$ cat src/hdl/i2cms_pkg.sv
`default_nettype none

package i2cms_pkg;

   // command codes
   localparam logic CMD_START = 1'b0;
   localparam logic CMD_EVENT = 1'b1;

   // bus actions
   localparam logic [2:0] ACT_NONE      = 3'd0;
   localparam logic [2:0] ACT_ADDR_WR   = 3'd1;
   localparam logic [2:0] ACT_ADDR_RD   = 3'd2;
   localparam logic [2:0] ACT_DATA      = 3'd3;
   localparam logic [2:0] ACT_STOP      = 3'd4;
   localparam logic [2:0] ACT_ACK       = 3'd5;
   localparam logic [2:0] ACT_NACK_STOP = 3'd6;

   // status codes
   localparam logic [2:0] ST_NONE   = 3'd0;
   localparam logic [2:0] ST_DONE   = 3'd1;
   localparam logic [2:0] ST_ARB    = 3'd2;
   localparam logic [2:0] ST_BUSERR = 3'd3;
   localparam logic [2:0] ST_NACK   = 3'd4;
   localparam logic [2:0] ST_UNEXP  = 3'd5;

   // R/W bit handling on the address byte
   localparam logic [7:0] ADDR_WR_MASK = 8'hFE;
   localparam logic [7:0] ADDR_RD_BIT  = 8'h01;

   typedef struct packed {
      logic       command;
      logic [6:0] target_address;
      logic [7:0] write_count;
      logic [7:0] read_count;
      logic [7:0] tx_byte;
      logic       arb_lost;
      logic       bus_error;
      logic       write_done;
      logic       nack_seen;
      logic       read_done;
      logic [7:0] bus_data;
   } req_type;

   typedef struct packed {
      logic [2:0] action;
      logic [7:0] out_byte;
      logic       read_valid;
      logic [7:0] read_byte;
      logic [2:0] status;
      logic       ready_res;
   } rsp_type;

   typedef struct packed {
      logic [7:0] tx_remaining;
      logic [7:0] rx_remaining;
      logic [7:0] address_byte;
      logic       idle;
      logic [2:0] last_status;
   } state_type;

endpackage

`default_nettype wire

$ cat src/hdl/i2cms_step.sv
`default_nettype none

// Next-state and result decode for one transaction.
module i2cms_step (
   input  wire i2cms_pkg::state_type state_cur,
   input  wire i2cms_pkg::req_type   req,
   output i2cms_pkg::state_type      state_nxt,
   output i2cms_pkg::rsp_type        rsp
);

   logic [7:0] addr_new;
   logic [7:0] rx_dec;

   assign addr_new = {req.target_address, 1'b0};
   assign rx_dec   = state_cur.rx_remaining - 8'd1;

   always_comb begin
      state_nxt      = state_cur;
      rsp.action     = i2cms_pkg::ACT_NONE;
      rsp.out_byte   = 8'd0;
      rsp.read_valid = 1'b0;
      rsp.read_byte  = 8'd0;

      if (state_cur.idle) begin
         if (req.command == i2cms_pkg::CMD_START) begin
            state_nxt.address_byte = addr_new;
            state_nxt.tx_remaining = req.write_count;
            state_nxt.rx_remaining = req.read_count;
            if (req.write_count != 8'd0) begin
               state_nxt.idle = 1'b0;
               rsp.action     = i2cms_pkg::ACT_ADDR_WR;
               rsp.out_byte   = addr_new & i2cms_pkg::ADDR_WR_MASK;
            end else if (req.read_count != 8'd0) begin
               state_nxt.idle = 1'b0;
               rsp.action     = i2cms_pkg::ACT_ADDR_RD;
               rsp.out_byte   = addr_new | i2cms_pkg::ADDR_RD_BIT;
            end
         end
      end else if (req.command == i2cms_pkg::CMD_EVENT) begin
         priority if (req.arb_lost) begin
            state_nxt.last_status = i2cms_pkg::ST_ARB;
            state_nxt.idle        = 1'b1;
         end else if (req.bus_error) begin
            state_nxt.last_status = i2cms_pkg::ST_BUSERR;
            state_nxt.idle        = 1'b1;
         end else if (req.write_done) begin
            priority if (req.nack_seen) begin
               rsp.action            = i2cms_pkg::ACT_STOP;
               state_nxt.last_status = i2cms_pkg::ST_NACK;
               state_nxt.idle        = 1'b1;
            end else if (state_cur.tx_remaining != 8'd0) begin
               rsp.action             = i2cms_pkg::ACT_DATA;
               rsp.out_byte           = req.tx_byte;
               state_nxt.tx_remaining = state_cur.tx_remaining - 8'd1;
            end else if (state_cur.rx_remaining != 8'd0) begin
               // repeated start into the read phase
               rsp.action   = i2cms_pkg::ACT_ADDR_RD;
               rsp.out_byte = state_cur.address_byte | i2cms_pkg::ADDR_RD_BIT;
            end else begin
               rsp.action            = i2cms_pkg::ACT_STOP;
               state_nxt.last_status = i2cms_pkg::ST_DONE;
               state_nxt.idle        = 1'b1;
            end
         end else if (req.read_done) begin
            if (state_cur.rx_remaining != 8'd0) begin
               rsp.read_valid         = 1'b1;
               rsp.read_byte          = req.bus_data;
               state_nxt.rx_remaining = rx_dec;
               if (rx_dec == 8'd0) begin
                  rsp.action            = i2cms_pkg::ACT_NACK_STOP;
                  state_nxt.last_status = i2cms_pkg::ST_DONE;
                  state_nxt.idle        = 1'b1;
               end else begin
                  rsp.action = i2cms_pkg::ACT_ACK;
               end
            end else begin
               rsp.action            = i2cms_pkg::ACT_NACK_STOP;
               state_nxt.last_status = i2cms_pkg::ST_DONE;
               state_nxt.idle        = 1'b1;
            end
         end else begin
            state_nxt.last_status = i2cms_pkg::ST_UNEXP;
            state_nxt.idle        = 1'b1;
         end
      end

      rsp.status    = state_nxt.last_status;
      rsp.ready_res = state_nxt.idle;
   end

endmodule

`default_nettype wire

$ cat src/hdl/i2c_master_transaction_sequencer.sv
// I2C master write-then-read byte sequencer.
// req channel: one transaction is either a start command (address, write
// and read counts) or a bus event (flags, tx_byte, bus_data). Accepted when
// req_valid is high and req_stall low.
// rsp channel: exactly one result per request: bus action, byte to drive,
// captured read byte, sticky status and the idle flag after the step.
// Pipeline: input register, then decode into the result register. Throughput:
// one transaction per cycle while rsp_stall does not hold the result
// register; the sequencer state updates as each transaction enters the
// result register, so the next one sees it without bubbles.
// rsp_stall: the result register holds; the input register keeps one more
// transaction and req_stall rises only when both are full.
// Reset (synchronous, active high): both registers empty, counters and
// address cleared, idle set, status none.
`default_nettype none

module i2c_master_transaction_sequencer (
   input  wire                  clock,
   input  wire                  reset,
   input  wire                  req_valid,
   output logic                 req_stall,
   input  wire i2cms_pkg::req_type req_payload,
   output logic                 rsp_valid,
   input  wire                  rsp_stall,
   output i2cms_pkg::rsp_type   rsp_payload
);

   // input register
   logic                 s1_valid_ff, s1_valid_in;
   i2cms_pkg::req_type   s1_req_ff;

   // result register
   logic                 rsp_valid_ff, rsp_valid_in;
   i2cms_pkg::rsp_type   rsp_ff;

   // sequencer state
   i2cms_pkg::state_type state_ff, state_in;
   i2cms_pkg::rsp_type   rsp_in;

   logic s2_open;   // result register can take a transaction this cycle
   logic s2_load;   // input register moves into result register
   logic s1_load;

   assign s2_open = !rsp_valid_ff || !rsp_stall;
   assign s2_load = s1_valid_ff && s2_open;
   assign req_stall = s1_valid_ff && !s2_open;
   assign s1_load = req_valid && !req_stall;

   assign s1_valid_in  = s1_load || (s1_valid_ff && !s2_load);
   assign rsp_valid_in = s2_load || (rsp_valid_ff && rsp_stall);

   i2cms_step u_step (
      .state_cur (state_ff),
      .req       (s1_req_ff),
      .state_nxt (state_in),
      .rsp       (rsp_in)
   );

   always_ff @(posedge clock) begin
      if (reset) begin
         s1_valid_ff           <= 1'b0;
         rsp_valid_ff          <= 1'b0;
         state_ff.tx_remaining <= 8'd0;
         state_ff.rx_remaining <= 8'd0;
         state_ff.address_byte <= 8'd0;
         state_ff.idle         <= 1'b1;
         state_ff.last_status  <= i2cms_pkg::ST_NONE;
      end else begin
         s1_valid_ff  <= s1_valid_in;
         rsp_valid_ff <= rsp_valid_in;
         if (s2_load) begin
            state_ff <= state_in;
         end
      end
   end

   // payload, no reset
   always_ff @(posedge clock) begin
      if (s1_load) begin
         s1_req_ff <= req_payload;
      end
      if (s2_load) begin
         rsp_ff <= rsp_in;
      end
   end

   assign rsp_valid   = rsp_valid_ff;
   assign rsp_payload = rsp_ff;

   // result idle flag matches the sequencer state after the step
   a_idle_track : assert property (@(posedge clock) disable iff (reset)
      s2_load |=> (rsp_ff.ready_res == state_ff.idle))
      else $error("result idle flag does not match sequencer state");

   // captured bytes come only with an ACK or NACK-stop
   a_read_action : assert property (@(posedge clock) disable iff (reset)
      (rsp_valid_ff && rsp_ff.read_valid) |->
         (rsp_ff.action == i2cms_pkg::ACT_ACK ||
          rsp_ff.action == i2cms_pkg::ACT_NACK_STOP))
      else $error("read byte without read action");

   // continuing actions leave the sequencer busy
   a_busy_cont : assert property (@(posedge clock) disable iff (reset)
      (rsp_valid_ff && (rsp_ff.action == i2cms_pkg::ACT_ADDR_WR ||
                        rsp_ff.action == i2cms_pkg::ACT_ADDR_RD ||
                        rsp_ff.action == i2cms_pkg::ACT_DATA ||
                        rsp_ff.action == i2cms_pkg::ACT_ACK)) |-> !rsp_ff.ready_res)
      else $error("continuing action reported idle");

   // back-pressure only when the input register holds a transaction
   a_stall_src : assert property (@(posedge clock) disable iff (reset)
      req_stall |-> (s1_valid_ff && rsp_valid_ff && rsp_stall))
      else $error("request stalled with room in the pipeline");

endmodule

`default_nettype wire

$ cat config.mk
export PLATFORM = sky130hd
export DESIGN_NAME = i2c_master_transaction_sequencer
export DESIGN_NICKNAME = d
export VERILOG_FILES = /design/src/hdl/i2cms_pkg.sv /design/src/hdl/i2cms_step.sv /design/src/hdl/i2c_master_transaction_sequencer.sv
export SDC_FILE = /design/constraint.sdc
export NUM_CORES = 1
export LEC_CHECK = 0
export BUFFER_PORTS_ARGS = -buffer_cell sky130_fd_sc_hd__buf_4
export CAP_MARGIN = 20
export CORE_AREA = 2 2 98 100
export DETAILED_ROUTE_END_ITERATION = 12
export DIE_AREA = 0 0 100 102
export GPL_TIMING_DRIVEN = 0
export PLACE_DENSITY = 0.76
export SLEW_MARGIN = 20
export SYNTH_ARGS = -nofsm -noshare
export SYNTH_HDL_FRONTEND = slang
export SYNTH_HIERARCHICAL = 1
export SYNTH_SLANG_ARGS = --single-unit
$ cat constraint.sdc
create_clock -name clock -period 3.75 [get_ports clock]
set_input_delay 0 -clock clock [delete_from_list [all_inputs] [get_ports clock]]
set_output_delay 0 -clock clock [all_outputs]
set_load 0.05 [all_outputs]
# --- Word-level counts from Yosys, hierarchy flattened ---
# Index checks and enable logic that the tools add are counted.
word_totals:
  reg_bits: 98
  latch_bits: 0
  mem_bits_rw: 0
  mem_bits_ro: 0
  inputBits: 49
  out_inout_bits: 26
  word_cells: 107
  memories: 0
classes:
  add_sub_neg: 2
  mul: 0
  div_mod_pow: 0
  order_cmp: 0
  n_eq_ne: 5
  n_shift: 0
  mux: 45
  bitwise_logic: 3
  n_reduce_logical: 28
ops:
  columns: ["op", "count"]
  rows:
  - ["$mux W8", 9]
  - ["$mux W16", 4]
  - ["$mux W20", 3]
  - ["$mux W11", 4]
  - ["$mux W4", 10]
  - ["$reduce_bool A8 Y1", 4]
  - ["$mux W9", 3]
  - ["$mux W25", 1]
  - ["$reduce_and A8 Y1", 2]
  - ["$sub A8 B1 Y8 const B", 2]
  - ["$mux W3", 5]
  - ["$mux W10", 1]
  - ["$reduce_bool A2 Y1", 5]
  - ["$logic_not A8 Y1", 1]
  - ["$ne A2 B1 Y1 const B", 4]
  - ["$reduce_or A7 Y1", 1]
  - ["$reduce_or A6 Y1", 1]
  - ["$logic_and A1 B1 Y1", 5]
  - ["$logic_not A1 Y1", 5]
  - ["$mux W2", 2]
  - ["$logic_or A1 B1 Y1", 3]
  - ["$mux W1", 3]
  - ["$not A1 Y1", 3]
  - ["$reduce_and A3 Y1", 1]
  - ["$ne A2 B2 Y1 const B", 1]

# --- Longest topological paths before layout ---
# Gate-level depths: netlist of the first run.
depth:
  depth_word: 10
  ltp_mapped: 11
  ltp_nobuf: 9

# --- Modules after synthesis ---
# The synthesis of the first run kept the hierarchy.
modules_own_cells:
  columns: ["mod", "n_inst", "cells_each", "area_each_um2", "seq_area_each_um2"]
  rows:
  - ["i2c_master_transaction_sequencer", 1, 200, 3403.3, 2672.6]
  - ["i2cms_step", 1, 234, 1485.2, 0.0]

# --- Worst setup path before layout of the first run ---
# OpenSTA, ideal clock, no wires.
synth_timing:
  kind: "reg2reg"
  startpoint: "reg rsp_valid_ff (netlist: rsp_valid)"
  endpoint: "reg s1_req_ff[0] (netlist bit), enable pin"
  setup_time_ps: 448
  arrival_time_ps: 2869
  t_required_ps: 3302
  slack_ps: 433
  path_stages_with_launch: 4
  path_buffers: 0
  synth_period_minus_slack_ps: 3317
  cell_sequence: "dfxtp_1 -> nand3_1 -> inv_1 -> nor2_1"
synth_via:
  elab_chain_len: 6
synth_lines:
  columns: ["item", "line_no", "text"]
  rows:
  - ["start, declared", "i2c_master_transaction_sequencer.sv:33", "logic rsp_valid_ff, rsp_valid_in;"]
  - ["start signal, assigned", "i2c_master_transaction_sequencer.sv:70", "rsp_valid_ff <= rsp_valid_in;"]
  - ["$logic_not A1 Y1", "i2c_master_transaction_sequencer.sv:44", "assign s2_open = !rsp_valid_ff || !rsp_stall;"]
  - ["$logic_or A1 B1 Y1", "i2c_master_transaction_sequencer.sv:44", null]
  - ["$logic_not A1 Y1", "i2c_master_transaction_sequencer.sv:46", "assign req_stall = s1_valid_ff && !s2_open;"]
  - ["$logic_and A1 B1 Y1", "i2c_master_transaction_sequencer.sv:46", null]
  - ["net req_stall", "i2c_master_transaction_sequencer.sv:21", "output logic req_stall,"]
  - ["$logic_not A1 Y1", "i2c_master_transaction_sequencer.sv:47", "assign s1_load = req_valid && !req_stall;"]
  - ["$logic_and A1 B1 Y1", "i2c_master_transaction_sequencer.sv:47", null]
  - ["net s1_load", "i2c_master_transaction_sequencer.sv:42", "logic s1_load;"]
  - ["end signal, assigned", "i2c_master_transaction_sequencer.sv:80", "s1_req_ff <= req_payload;"]
  - ["end, declared", "i2c_master_transaction_sequencer.sv:30", "i2cms_pkg::req_type s1_req_ff;"]
# The timed path passes the listed nets, and every way through them passes these cells.
# A chain may end at the register's enable or synchronous reset.

==> results of run 1 <==
[stage by stage]
| step | instance area [µm²] | util [%] |
|---|---|---|
| global placement | 5530 | 60.7 |
| detailed placement | 5550 | 61.0 |
| global route | 6220 | 68.3 |
| finish | 6220 | 68.3 |
| floorplan | 4840 | - |
| CTS | 6220 | 68.3 |
[area by class of cell]
cell class                 count  area (µm²)  area share [%]
buffer                        30         190            3.06
clock buffer                  10         138            2.21
clock inverter                 6        57.6           0.925
inverter                       9        33.8           0.543
multi-input combinational    292        1970            31.7
sequential                    98        2650            42.6
tap                          111         139            2.23
timing repair buffer         121        1040            16.7
[worst paths after layout]
kind	startpoint	cells after the start	to
setup / recovery	s1_req_ff[28]$_DFFE_PP_	8	state_ff[3]$_SDFFE_PP1P_
hold / removal	reset	3	state_ff[15]$_SDFFE_PP0P_
setup reg to reg	s1_req_ff[28]$_DFFE_PP_	8	state_ff[3]$_SDFFE_PP1P_
hold reg to reg	state_ff[1]$_SDFFE_PP0P_	2	state_ff[1]$_SDFFE_PP0P_
[flip-flops by register name, indices dropped and copies added (netlist names)]
name / count
s1_valid_ff: 1
s1_req_ff: 45
state_ff: 27
rsp_valid: 1
rsp_payload: 24
[worst min-delay path: cells and delay by family]
| kind | cells | cell delay, ps |
|---|---|---|
| buf+inv | 1 | 190 |
| simple gates | 1 | 130 |
| mux | 1 | 60 |
[report_power, final]
group | leakage [nW] | internal [mW] | total (mW) | switching (mW)
Sequential | 0.911 | 1.21 | 1.25 | 0.0322
Clock | 0.101 | 0.275 | 0.667 | 0.392
Combinational | 1.45 | 0.195 | 0.433 | 0.237
Total | 2.47 | 1.68 | 2.35 | 0.661
[layer usage]
metal	GRT usage [%]	up-vias
met2	42.8	132
met4	7.69	0
li1	-	1819
met5	0	-
met3	4.38	18
met1	29.2	1818
==> metrics, run 1 <==
status finished clean; Clock Tree Root clkbuf_8; Critical Path, Cell by Cell nor4_1 -> nand2_1 -> nor3_2 -> a21oi_1 -> a31oi_1 -> buf_4 -> nor2_1 -> mux2i_1; I/O pins 75; via count 3787; Placed Instances 614; LEAKAGE 2.47 nW; final WL 11800 µm; PortBufs 73; Hold Crit Class in -> reg; # DRC 0; total power 2.35 mW; Slew Limit Headroom 49.9%; Via density 5.59; initial core utilization 53.1%; Rows 35; DP Worst Slack 1200 ps; CP arrival 3020 ps; total die area 0.0102 mm²; total gr overflow 0; share of cells above drive strength 1 22.1%; Syn Inst Count 429; clock sink count 98; Area growth, synth to finish 28.5%; CP max stage cell nor3_2; drt wl/cell 17.4 µm; crit end category flip-flop; Final min period 2740 ps; Setup TNS 0 ps; kind of start point of the critical path flip-flop; Die Height 102 µm; Top Layer Used met4; Final Max Slew Viols 0; Worst-Skew Late Latency 360 ps; Max FO, Critical Path 8; r2r setup slk 1010 ps; global-route wire length before repair 18800 µm; initial antenna violation count 0; Top Family by Delay on Critical Path simple AND/OR/NAND/NOR gates; Clock Tree Buf Depth 2; DRT Pass-1 Iters 5; routed metal-1 wire length 4790 µm; Post-DRT Antenna Nets 0; final period utilization 73.0%; post-DP HPWL 7680 µm; number of synthesis warnings 6; Initial DRC Count 193; WP buf/inv 1; largest net degree at the start of global routing 33; commonest non-fill, non-tap cell in the layout buf_4; VDD IR-drop max 0.000252 V; CTS clk-pin slew, worst paths 100 ps; CTS H-tree depth 3; hold_ws 60.9 ps; nets 614; Hold Fails Final Rpt 0; Final setup violation count 0; CP Class reg -> reg; PostCTS Resize Cnt 0; Layout fillers 698; Num CTS Buffers 9; synthesized area per cell 11.3 µm²; final setup slack of the worst path 1010 ps; max cap viols 0; Global Route Usage Sum 23.8%; Hold-fix buffers, CTS 47; RePlAce Congestion 0.867; RSZ-0062 raised after global routing false; # diodes 0; metal2 WL 6160 µm; Syn Nets 482; non-filler cells, final 677; worst slew pin tran 748 ps; chip width 100 µm; commonest cells after routing, fill and taps aside buf_4, edfxtp_1, nand2b_1; WL met3 638 µm; setup repair bufs after CTS 0; Worst path max stage delay 670 ps; Placeable Area 0.00911 mm²; CTS tree yes; PwrDens 377 mW/mm²; Worst EP required 4030 ps; Max Freq 365 MHz; Mapped Area 0.00484 mm²; vias in the first global route 3826; Clock Skew 19.3 ps
No activity file was read; power rests on OpenSTA's default activity.
==> run 2: changes to the inputs <==
==> constraint.sdc (replaced) <==
create_clock -name clock -period 2.7 [get_ports clock]
set_input_delay 0 -clock clock [delete_from_list [all_inputs] [get_ports clock]]
set_output_delay 0 -clock clock [all_outputs]
set_load 0.05 [all_outputs]
==> run 2 against run 1 <==
Compared with the run above: critical endpoint unchanged; critical path type unchanged; clock-buffer cell count did not move; sequential power rose by 38%; combinational power rose by 38%.
==> metrics, run 2 (synthesized netlist as in run 1, its figures left out) <==
Area growth, synth to finish 29.1% (was 28.5%); Setup TNS 0 ps (unchanged); Hold Crit Class in -> reg (unchanged); DP Worst Slack 219 ps (was 1200 ps); sequential power share 50.9% (was 53.1%); Clock Tree Buf Depth 2 (unchanged); Final setup violation count 0 (unchanged); Hold-fix buffers, CTS 47 (unchanged); GRT Max-Usage Layer met2 (unchanged); commonest cells after routing, fill and taps aside buf_4, edfxtp_1, nand2b_1 (unchanged); DRT Pass-1 Iters 5 (unchanged); PortBufs 73 (unchanged); Layout fillers 672 (was 698); VDD IR-drop max 0.000370 V (was 0.000252 V); Top Family by Delay on Critical Path simple AND/OR/NAND/NOR gates (unchanged); Clock Tree Root clkbuf_8 (unchanged); total die area 0.0102 mm² (unchanged); commonest non-fill, non-tap cell in the layout buf_4 (unchanged); LEAKAGE 2.47 nW (about the same); via count 3760 (was 3787); total power 3.40 mW (was 2.35 mW); Post-DRT Antenna Nets 0 (unchanged); initial core utilization 53.1% (unchanged); Hold Fails Final Rpt 0 (unchanged); Slew Limit Headroom 53.9% (was 49.9%); Final min period 2590 ps (was 2740 ps); PostCTS Resize Cnt 0 (unchanged); M3 GR Usage 3.49% (was 4.38%); chip width 100 µm (unchanged); WP buf/inv 1 (unchanged); vias in the first global route 3651 (was 3826); final setup slack of the worst path 107 ps (was 1010 ps); largest net degree at the start of global routing 33 (unchanged); Setup crit end state_ff[3]$_SDFFE_PP1P_ (unchanged); nets 614 (unchanged); CTS tree yes (unchanged); CTS clk-pin slew, worst paths 100 ps (about the same); global-route wire length before repair 18500 µm (was 18800 µm); PwrDens 545 mW/mm² (was 377 mW/mm²); final WL 11800 µm (about the same); total gr overflow 0 (unchanged); Worst-Skew Late Latency 370 ps (was 360 ps); Via density 5.55 (was 5.59); Switching Fraction 26.7% (was 28.2%); Worst EP required 3000 ps (was 4030 ps); RePlAce Congestion 0.877 (was 0.867); Cell Int Power 2.49 mW (was 1.68 mW); placed cell areas 0.00555 mm² (unchanged); Worst Reg2Reg Path Length in Cells 8 (unchanged); Clk pwr share 31.5% (was 28.4%); r2r endpoint state_ff[3]$_SDFFE_PP1P_ (unchanged); r2r setup slk 110 ps (was 1010 ps); hold_ws 59.6 ps (was 60.9 ps); setup repair bufs after CTS 0 (unchanged); drt wl/cell 17.4 µm (about the same); Global Route Usage Sum 23.7% (was 23.8%); CP Class reg -> reg (unchanged); worst slew pin tran 689 ps (was 748 ps); final period utilization 96.0% (was 73.0%); Rows 35 (unchanged); Register Area 0.00265 mm² (unchanged); Initial DRC Count 225 (was 193); I/O pins 75 (unchanged); # diodes 0 (unchanged); Max Freq 386 MHz (was 365 MHz); initial antenna violation count 0 (unchanged); status finished clean (unchanged); max cap viols 0 (unchanged); # DRC 0 (unchanged); Final Max Slew Viols 0 (unchanged); kind of start point of the critical path flip-flop (unchanged); CP max stage cell nor3_2 (unchanged); post-DP HPWL 7670 µm (was 7680 µm); Biggest register s1_req_ff (unchanged); M1 GR Usage 29.0% (was 29.2%); Placeable Area 0.00911 mm² (unchanged); Worst path depth 8 (unchanged); Comb power frac 17.6% (was 18.4%); worst r2r src s1_req_ff[27]$_DFFE_PP_ (was s1_req_ff[28]$_DFFE_PP_); Max FO, Critical Path 8 (unchanged); CP startpoint s1_req_ff[27]$_DFFE_PP_ (was s1_req_ff[28]$_DFFE_PP_); CTS H-tree depth 3 (unchanged); Die Height 102 µm (unchanged); Critical Path, Cell by Cell nor4_1 -> nand2_1 -> nor3_2 -> a21oi_1 -> a31oi_1 -> buf_4 -> nor2_1 -> mux2i_1 (unchanged); Num CTS Buffers 9 (unchanged); switching pwr 0.910 mW (was 0.661 mW); CP arrival 2890 ps (was 3020 ps); crit end category flip-flop (unchanged); Worst path max stage delay 630 ps (was 670 ps); grt met2 use 43.0% (was 42.8%); max reg flops 45 (unchanged); share of cells above drive strength 1 21.9% (was 22.1%); RSZ-0062 raised after global routing false (unchanged); Clock Skew 12.1 ps (was 19.3 ps); final instance area 0.00625 mm² (was 0.00622 mm²); multi-input logic area 0.00197 mm² (unchanged); clock sink count 98 (unchanged)
==> run 2: metrics by stage <==
step                std cells  utilization [%]
floorplan                 429                -
detailed placement        614             61.0
CTS                       677             68.6
global route              677             68.6
finish                    677             68.6
global placement          613             60.7
==> run 2: worst register-to-register path, delay by kind of cell (launching register included) <==
family / cells / cell delay (ps)
DFF: 1 / 410
AOI/OAI and AO/OA: 2 / 470
muxes: 1 / 130
and+or+nand+nor: 4 / 1350
buffers and inverters: 1 / 160
==> run 2: worst min path at each step <==
stage / cells after the start / from / end
2_1_floorplan: 0 / req_payload[0] / s1_req_ff[0]$_DFFE_PP_
3_3_place_gp: 1 / req_payload[18] / s1_req_ff[18]$_DFFE_PP_
3_5_place_dp: 1 / req_payload[16] / s1_req_ff[16]$_DFFE_PP_
4_1_cts: 3 / reset / state_ff[19]$_SDFFE_PP0P_
5_1_grt: 3 / reset / state_ff[11]$_SDFFE_PP0P_
6_report: 3 / reset / state_ff[19]$_SDFFE_PP0P_
==> run 2: routing by layer <==
layer | vias up | part of all wire [%]
li1 | 1816 | -
met1 | 1783 | 41
met2 | 138 | 52
met3 | 23 | 4.7
met4 | 0 | 2.2
met5 | - | 0
==> run 2: cell type report <==
type	instances	share of cell area (%)
plain buffers	30	3.04
clock buffers	10	2.04
clock inverters	6	1.54
inverters	9	0.541
multi-input cells	292	31.5
flip-flops and latches	98	42.5
well taps	111	2.22
repair buffers	121	16.6
==> run 2: power groups by stage <==
stage | combinational, mW | clock [mW] | sequential, mW
floorplan | 0.320 | 0 | 1.80
global placement | 0.517 | 0 | 1.76
detailed placement | 0.534 | 0 | 1.77
CTS | 0.590 | 1.09 | 1.73
global route | 0.641 | 1.15 | 1.74
finish | 0.599 | 1.07 | 1.73
